## src/rtl/kwm_pkg.sv

```systemverilog
// ----------------------------------------------------------------------------
// kwm_pkg
// Shared types and constants of the k-way sorted list merge unit.
// ----------------------------------------------------------------------------
package kwm_pkg;

	localparam int IN_TDATA_W  = 40;
	localparam int OUT_TDATA_W = 40;
	localparam int IN_TUSER_W  = 2;
	localparam int OUT_TUSER_W = 3;
	localparam int APB_ADDR_W  = 3;
	localparam int APB_DATA_W  = 32;

	localparam logic [APB_ADDR_W-1:0] REG_LISTS_IN_USE = 3'd0;
	localparam logic [3:0]            LISTS_RESET      = 4'd8;

	// result status codes
	localparam logic [2:0] ST_APPENDED  = 3'd0;
	localparam logic [2:0] ST_FULL      = 3'd1;
	localparam logic [2:0] ST_MERGED    = 3'd2;
	localparam logic [2:0] ST_EXHAUSTED = 3'd3;
	localparam logic [2:0] ST_CLEARED   = 3'd4;

	typedef enum logic [1:0] {
		FUNC_APPEND = 2'd0,
		FUNC_MERGE  = 2'd1,
		FUNC_CLEAR  = 2'd2,
		FUNC_NONE   = 2'd3
	} func_t;

	typedef struct packed {
		logic capture;     // latch input beat
		logic append;      // store value_q into its list
		logic clear;       // empty all lists
		logic scan_step;   // compare one head against the running best
		logic advance;     // bump winner's read position, fetch next head
		logic load_head;   // write fetched word into head register
		logic set_result;  // move result into the output register
	} kwm_cmd_t;

endpackage

```

## src/rtl/kwm_ctrl.sv

```systemverilog
// ----------------------------------------------------------------------------
// kwm_ctrl
// Sequencer: decodes func, steps the head scan and owns the output valid.
// ----------------------------------------------------------------------------
module kwm_ctrl
	import kwm_pkg::*;
(
	input  logic     clk,
	input  logic     arst_n,
	input  logic     s_tvalid,
	output logic     s_tready,
	input  func_t    in_func,
	output logic     m_tvalid,
	input  logic     m_tready,
	input  logic     scan_last,
	output kwm_cmd_t cmd
);

	typedef enum logic [2:0] {
		S_IDLE,
		S_APPEND,
		S_CLEAR,
		S_SCAN,
		S_ADV,
		S_LOAD,
		S_DONE
	} state_t;

	state_t state_q;
	logic   m_valid_q;
	logic   out_free;

	assign s_tready = (state_q == S_IDLE);
	assign m_tvalid = m_valid_q;
	assign out_free = !m_valid_q || m_tready;

	always_comb begin
		cmd            = '0;
		cmd.capture    = (state_q == S_IDLE) && s_tvalid;
		cmd.append     = (state_q == S_APPEND);
		cmd.clear      = (state_q == S_CLEAR);
		cmd.scan_step  = (state_q == S_SCAN);
		cmd.advance    = (state_q == S_ADV);
		cmd.load_head  = (state_q == S_LOAD);
		cmd.set_result = (state_q == S_DONE) && out_free;
	end

	always_ff @(posedge clk or negedge arst_n) begin
		if (!arst_n) begin
			state_q   <= S_IDLE;
			m_valid_q <= 1'b0;
		end else begin
			if (cmd.set_result) begin
				m_valid_q <= 1'b1;
			end else if (m_tready) begin
				m_valid_q <= 1'b0;
			end
			unique case (state_q)
				S_IDLE: begin
					if (s_tvalid) begin
						unique case (in_func)
							FUNC_APPEND: state_q <= S_APPEND;
							FUNC_MERGE:  state_q <= S_SCAN;
							FUNC_CLEAR:  state_q <= S_CLEAR;
							FUNC_NONE:   state_q <= S_IDLE;
						endcase
					end
				end
				S_APPEND: state_q <= S_DONE;
				S_CLEAR:  state_q <= S_DONE;
				S_SCAN: begin
					if (scan_last) begin
						state_q <= S_ADV;
					end
				end
				S_ADV:  state_q <= S_LOAD;
				S_LOAD: state_q <= S_DONE;
				S_DONE: begin
					if (out_free) begin
						state_q <= S_IDLE;
					end
				end
				default: state_q <= S_IDLE;
			endcase
		end
	end

endmodule

```

## config.mk

```make
export PLATFORM = sky130hd
export DESIGN_NAME = kwm_ctrl
export DESIGN_NICKNAME = d
export VERILOG_FILES = /design/src/rtl/kwm_pkg.sv /design/src/rtl/kwm_ctrl.sv
export SDC_FILE = /design/constraint.sdc
export NUM_CORES = 1
export LEC_CHECK = 0
export BUFFER_PORTS_ARGS = -buffer_cell sky130_fd_sc_hd__buf_4
export CORE_AREA = 3 3 40 42
export DETAILED_ROUTE_END_ITERATION = 16
export DIE_AREA = 0 0 43 45
export MAX_ROUTING_LAYER = met4
export SLEW_MARGIN = 20
export SYNTH_ARGS = -nofsm -noshare
export SYNTH_HDL_FRONTEND = slang
export SYNTH_SLANG_ARGS = --single-unit
```

## constraint.sdc

```tcl
create_clock -name clk -period 2.9 [get_ports clk]
set_input_delay 0.58 -clock clk [delete_from_list [all_inputs] [get_ports clk]]
set_output_delay 0.58 -clock clk [all_outputs]
set_load 0.01 [all_outputs]
```

# Word-level counts from Yosys, hierarchy flattened
# Index checks and enable logic that the tools add are counted.
# totals
reg_bits	4
inputBits	7
out_inout_bits	9
elab_cells	30
# classes
n_eq_ne	12
mux	7
reduce_logical	9
# ops
op	count
case mux 3 bit (5 select lines)	1
case mux 3 bit (4 select lines)	1
equality test 3 bit, second input constant	3
two-way mux 3 bit	3
equality test 3 x 2 -> 1 bit, second input constant	2
!= test 2 bit, second input constant	3
equality test 2 bit, second input constant	2
equality test 3 x 1 -> 1 bit, second input constant	1
zero test 3 bit	1
AND reduction 3 bit	1
OR reduction 3 bit	1
equality test 2 x 1 -> 1 bit, second input constant	1
logical AND 1 bit	2
zero test 2 bit	1
two-way mux 1 bit	2
nonzero test 2 bit	1
zero test 1 bit	1
logical OR 1 bit	1

# Longest topological paths before layout
# Gate-level depths: netlist of the first run.
# depth
depth_word	4
mapped_depth	5
ltp_nobuf	5

# Least setup slack after synthesis of the first run
# Ideal clock, no wire load.
# synth_path
path_kind	register -> output
start	register state_q[1]
end	output cmd[6] (netlist name)
arrival_time_ns	0.987
path_slack_ns	1.333
stages_incl_launch_ff	4
path_buffers	1
path_cell_list	dfrtp_1 -> buf_4 -> nor3_2 -> and2_1
# synth_rtl
element	line	source
start: declaration	kwm_ctrl.sv:29	state_t state_q;
start signal: assignment	kwm_ctrl.sv:50	state_q <= S_IDLE;
start signal: assignment	kwm_ctrl.sv:62	FUNC_APPEND: state_q <= S_APPEND;
start signal: assignment	kwm_ctrl.sv:63	FUNC_MERGE: state_q <= S_SCAN;
end: declaration	kwm_ctrl.sv:16	output kwm_cmd_t cmd

==> reports/results.ini, run 1 <==
[run_status]
outcome=complete, no violations

[clock_tree]
path_clk_slew_ps=40
hold_buffers=0
cts_buffers=3
clkSinkCount=4
post_cts_resize_count=0
cts_tree=built
cts_setup_buffers=0
htree_levels=1
clockBufferDepth=2
insertion_delay_ps=230
clock-root-buffer=clkbuf_4

[grt]
grt_max_degree=12
grt-ovfl-total=0
grt_pass1_vias=290
grt_pass1_wl_um=1110
grt_usage_pct=8.520
antenna_found_initial=0

[floorplanning]
fp.dieW_um=43
row_count=13
initial_utilization_pct=22.69
die_area_sq_mm=0.001935
core-area_sq_mm=0.001285
fp.dieH_um=45
ios=16

[drt]
vias=290
routedWlPerCell_um=10.15
drt-initial-drc-count=4
avgViaCountPerCell=4.265
wirelength_um=690
ant_nets=0
drc=0
drt-pass1-iter-count=5

[worst_setup_path]
critPathArrivalTime_ps=1290
critPathRequiredTime_ps=2320
slowest_stage=dfrtp_1
rr_worst_depth=3
setup.worst_path.start=state_q[1]
rr_endpoint=state_q[1]
cpPeakStageDelay_ps=520
path_cells=nor2b_1 > and2_1 > buf_4
cp-start-kind=flop
cp-end-kind=output pin
ff2ff_setup_slack_ps=1780
crit_path_max_fanout=11
reg2reg_from=state_q[1]
path_class=flop to output pin

[placement]
place.gp.congestion=0.7641
portBuffers=15
hpwl_um=545.1
preCtsSetupSlack_ps=1288
placedCellCount=65

[finish]
num_antenna_cells=0
fillers=140
area_growth_pct=50.21
drive_gt1_share_pct=41.51
fin_nets=64
stdcell_count=68

[timing]
setup_viol=0
rsz0062_at_grt=no
fin_skew_ps=2.668
max_freq_mhz=534.0
finalCritPeriodShare_pct=64.58
worst_slack_ps=1027
period_minus_slack_ps=1873
hold_viol=0
worst_pin_slew_ps=323.7
setup_tns_ps=0
drv_slew=0
maxSlewHeadroom_pct=78.42

[job]
max_cap_violations=0

[power]
power.total_mw=0.4068
p_leak_nw=0.2286
ir_drop_mv=0.4385
powerDensity_mw_per_mm2=929.0

[synthesis]
synth_area_leaders=dfrtp_1, ha_1, inv_1, nor3_1, and2_1
ys_seq_area_share_pct=34.33
synth_area_sq_um=291.5
ys_ff_latch=4
syn_nets=45
yosysWarnings=0
syn_inst=36
yosysUniqueCellTypes=20
synth_area_leader_cell=dfrtp_1
avgSynthCellArea_sq_um=8.098
synth_top_area_share_pct=34.33

[min_path]
hold_path_class=input port to asynchronous set/reset pin

==> power by group <==
group | total [mW] | leakage (nW) | internal, mW | switching [mW]
clock | 0.0678 | 0.0138 | 0.0462 | 0.0216
sequential | 0.133 | 0.0486 | 0.0823 | 0.0507
combinational | 0.206 | 0.166 | 0.108 | 0.0978
==> worst max-delay path: cells and delay by family, from the launching register on <==
family / cells / cell delay (ps)
simple gates: 2 / 420
flops: 1 / 520
buf+inv: 1 / 110
==> cell usage in the layout, fill, tap and decap left out <==
cell      synthesis  routed
inv_1             5       5
nor2_1            1       1
a21oi_1           2       2
o21ai_0           2       2
nand3_1           1       1
nor2b_1           1       1
dfrtp_1           4       4
buf_4             1      15
o22ai_1           1       1
a211o_1           1       1
o211ai_1          1       1
and2_1            2       2
clkbuf_4          0       3
nor3_2            1       1
inv_2             2       2
a32oi_1           1       1
nor3b_2           1       1
nor3_1            3       3
o21ai_1           1       1
ha_1              2       2
nand2_1           3       3
==> synthesized netlist by cell type (all sizes together) <==
cell type / count
o22ai: 1
o211ai: 1
buf: 1
nor2: 1
a21oi: 2
inv: 7
nor3b: 1
a211o: 1
nor3: 4
nand2: 3
o21ai: 3
and2: 2
ha: 2
nor2b: 1
a32oi: 1
dfrtp: 4
nand3: 1
==> area by class of cell <==
type / instances / area, sq um / share of cell area, %
Inverter: 7 / 26.28 / 6.000
Multi-Input combinational cell: 24 / 157.7 / 36.00
Tap cell: 15 / 18.77 / 4.286
Clock buffer: 3 / 22.52 / 5.143
Sequential cell: 4 / 100.1 / 22.86
Timing Repair Buffer: 15 / 112.6 / 25.71
==> state kept, by name, indices dropped and copies added, names as in the netlist <==
name,count
state_q,3
m_tvalid,1
==> kinds of logic (layout without fill, tap and decap cells) <==
group	after synthesis	after routing	share of synthesized area, %
fa+ha+maj	2	2	8.582
simple gates	13	13	26.18
buf+inv	8	25	11.59
flops	4	4	34.34
compound gates	9	9	19.32
==> per-stage QoR <==
stage	util, %	hold WS, ps	instance area, sq um
floorplan	-	284.4	291.5
global placement	32.33	377.7	415.4
detailed placement	32.33	377.8	415.4
CTS	34.08	123.0	437.9
global route	34.08	121.6	437.9
finish	34.08	132.2	437.9
==> how the worst max path moves through the flow <==
stage	slack, ps	depth (start not counted)	to
floorplan	1330	3	cmd[6]
global placement	1310	3	cmd[4]
detailed placement	1290	3	cmd[4]
CTS	1030	3	cmd[4]
global route	920	4	cmd[3]
finish	1030	3	cmd[4]
==> routing by layer <==
layer | share of wire [%] | up-vias | track usage (%)
li1 | - | 157 | -
met1 | 46 | 127 | 8.759
met2 | 48 | 6 | 12.57
met3 | 5.9 | 0 | 5.976
met4 | 0 | 0 | 3.614
met5 | 0 | - | -
No activity file was read; power rests on OpenSTA's default activity.
==> inputs of run 2 (changes only) <==
--- a/config.mk
+++ b/config.mk
@@ -5,6 +5,7 @@
 export SDC_FILE = /design/constraint.sdc
 export NUM_CORES = 1
 export LEC_CHECK = 0
+export ABC_AREA = 1
 export BUFFER_PORTS_ARGS = -buffer_cell sky130_fd_sc_hd__buf_4
 export CORE_AREA = 3 3 40 42
 export DETAILED_ROUTE_END_ITERATION = 16
==> constraint.sdc (replaced) <==
create_clock -name clk -period 1.8 [get_ports clk]
set_input_delay 0.36 -clock clk [delete_from_list [all_inputs] [get_ports clk]]
set_output_delay 0.36 -clock clk [all_outputs]
set_load 0.01 [all_outputs]
==> reports/results.ini, run 2 <==
[run_status]
outcome=complete, no violations

[power]
swShare_pct=45.67  ; +3.9 points
intPower_mw=0.3991  ; +69%
powerDensity_mw_per_mm2=1464  ; +58%
pwr-share-seq_pct=29.8  ; -2.9 points
p_leak_nw=0.3070  ; +34%
p_clk_share_pct=14.2  ; -2.5 points
ir_drop_mv=0.4656  ; +6.2%
p_comb_share_pct=56.0  ; +5.4 points
power.total_mw=0.7345  ; +81%
switchingPower_mw=0.3354  ; +97%

[synthesis]
ys_ff_latch=4  ; unchanged
yosysMostFrequentCell=inv_1
async_flop_share_pct=100.0  ; unchanged
ys_seq_area_share_pct=28.07  ; -6.3 points
syn_nets=62  ; +38%
synth_top_cells_by_count=inv_1, nand2_1, nor2_1, dfrtp_1
synth_area_sq_um=356.6  ; +22%
synth_edf_count=0  ; unchanged
synth_area_leaders=dfrtp_1, inv_1, nand2_1, nor2_1, ha_1
synth_top_area_share_pct=28.07  ; -6.3 points
syn_inst=53  ; +47%
synth_area_leader_cell=dfrtp_1
yosysWarnings=0  ; unchanged
avgSynthCellArea_sq_um=6.728  ; -17%
yosysUniqueCellTypes=19  ; -5.0%
synth-main-ff-cell=dfrtp_1

[drt]
drt-initial-drc-count=10  ; +6
wirelength_um=720  ; +4.3%
routedWlPerCell_um=8.471  ; -17%
drc=0  ; unchanged
avgViaCountPerCell=4.212  ; -1.2%
ant_nets=0  ; unchanged
drt-pass1-iter-count=4  ; -1
vias=358  ; +23%

[worst_setup_path]
setup.worst_path.start=state_q[1]
crit_path_max_fanout=9  ; -2
cp-end-kind=output pin
cp-start-kind=flop
crit_buf_inv=1  ; unchanged
crit_family=flip-flops
path_cells=nor2_1 > nand2_1 > nor2_1 > buf_4
path_class=flop to output pin
reg2reg_from=state_q[1]
cpPeakStageDelay_ps=480  ; -40 ps
worst_path_most_repeated_cell=nor2_1
slowest_stage=dfrtp_1
critPathArrivalTime_ps=1280  ; about the same
ff2ff_setup_slack_ps=650  ; -1130 ps
critPathRequiredTime_ps=1440  ; -880 ps

[finish]
fin_nets=81  ; +27%
regMostFlops=state_q
drive_gt1_share_pct=38.57  ; -2.9 points
layout_commonest_cell=buf_4
largest_register_ffs=3  ; unchanged
mostFrequentLayoutCells=buf_4, inv_1, nand2_1
num_antenna_cells=0  ; unchanged
area_growth_pct=40.70

[clock_tree]
clockBufferDepth=2  ; unchanged
path_clk_slew_ps=30  ; about the same
clock-root-buffer=clkbuf_4
cts_buffers=3  ; unchanged
cts_tree=built
insertion_delay_ps=230  ; about the same
cts_setup_buffers=0  ; unchanged
clkSinkCount=4  ; unchanged
htree_levels=1  ; unchanged

[timing]
setup_tns_ps=0  ; unchanged
worst_pin_slew_ps=349.7  ; +26.05 ps
max_freq_mhz=611.0
finalCritPeriodShare_pct=90.92
setup_viol=0  ; unchanged
rsz0062_at_grt=no
drv_slew=0  ; unchanged
period_minus_slack_ps=1637
fin_skew_ps=0.6426  ; -2.025 ps
hold_viol=0  ; unchanged
maxSlewHeadroom_pct=76.69  ; -1.7 points

[floorplanning]
initial_utilization_pct=27.75  ; +5.1 points
fp.dieH_um=45  ; unchanged
fp.dieW_um=43  ; unchanged
core-area_sq_mm=0.001285  ; unchanged
row_count=13  ; unchanged
die_area_sq_mm=0.001935  ; unchanged
ios=16  ; unchanged

[grt]
grt_usage_pct=7.825  ; -0.70 points
antenna_found_initial=0  ; unchanged
grt_max_degree=10  ; -2
grt_pass1_wl_um=1159  ; +4.4%
grt_pass1_vias=300  ; +3.4%
grt-ovfl-total=0  ; unchanged

[min_path]
hold_path_class=input port to flop
min-delay-start=m_tready

[placement]
hpwl_um=617.4  ; +13%
place.gp.congestion=0.7595  ; -0.60%
portBuffers=15  ; unchanged

[job]
max_cap_violations=0  ; unchanged

==> run 2: changes by cell type after synthesis, sizes merged, moves of 2 or more <==
cell / change
nand2: +7
inv: +6
nor2: +8
and2: -2
==> run 2: per-stage QoR <==
| stage | instance area (sq um) | cells | util, % | worst slack [ps] | hold WS [ps] |
|---|---|---|---|---|---|
| 2_1_floorplan | 356.6 | 53 | - | 553.4 | 64.41 |
| 3_5_place_dp | 469.2 | 81 | 36.51 | 407.3 | 158.6 |
| 6_report | 501.7 | 85 | 39.05 | 163.4 | 442.4 |
| 4_1_cts | 501.7 | 85 | 39.05 | 163.9 | 436.3 |
| 5_1_grt | 501.7 | 85 | 39.05 | 94.72 | 460.4 |
| 3_3_place_gp | 469.2 | 81 | 36.51 | 424.6 | 157.5 |
==> run 2: power groups by stage <==
stage                     combinational, mW  sequential (mW)  clock, mW
after floorplan                       0.340            0.162          0
after CTS                             0.415            0.220      0.107
after global placement                0.404            0.221          0
after global routing                  0.457            0.229      0.113
final                                 0.412            0.219      0.104
after detailed placement              0.414            0.220          0
==> run 2: routing by layer <==
metal	share of wire, %	up-vias	track usage (%)	routed length, um
met5	0	-	-	0
met4	0	0	3.614	0
met3	6.4	0	0.3984	46
met2	46	11	13.17	334
met1	47	148	9.709	338
li1	-	199	-	-
==> run 2: area by class of cell <==
type,instances,area (sq um)
timing repair buffer,16,122.6
tap,15,18.77
multi-input combinational,34,188.9
sequential,4,100.1
clock buffer,3,22.52
fill,149,783.3
inverter,13,48.80
==> run 2: timing repair <==
| item | in CTS | in global routing |
|---|---|---|
| resized for setup | 0 | 0 |
| hold endpoints to repair | 4 | 0 |
| hold buffers | 1 | 0 |
| setup endpoints to repair | 0 | 0 |
==> run 2: tightest hold or removal path: stages <==
cell,delay (ps)
buf_4,70
inv_1,30
nand2_1,100
nand2_1,60
==> run 2: kinds of logic (layout without fill, tap and decap cells) <==
family | count (synthesis) | in the layout | synth area share (%)
compound gates | 6 | 6 | 9.473
flops | 4 | 4 | 28.07
buf+inv | 15 | 32 | 18.95
simple gates | 26 | 26 | 36.49
fa+ha+maj | 2 | 2 | 7.016
==> run 2: final timing paths <==
check	endpoint	depth (start not counted)
worst min register to register	m_tvalid	2
worst max register to register	state_q[2]	4
max in group asynchronous	state_q[0]	2
min in group asynchronous	m_tvalid	2
worst min-delay path	m_tvalid	4
worst max-delay path	cmd[6]	4
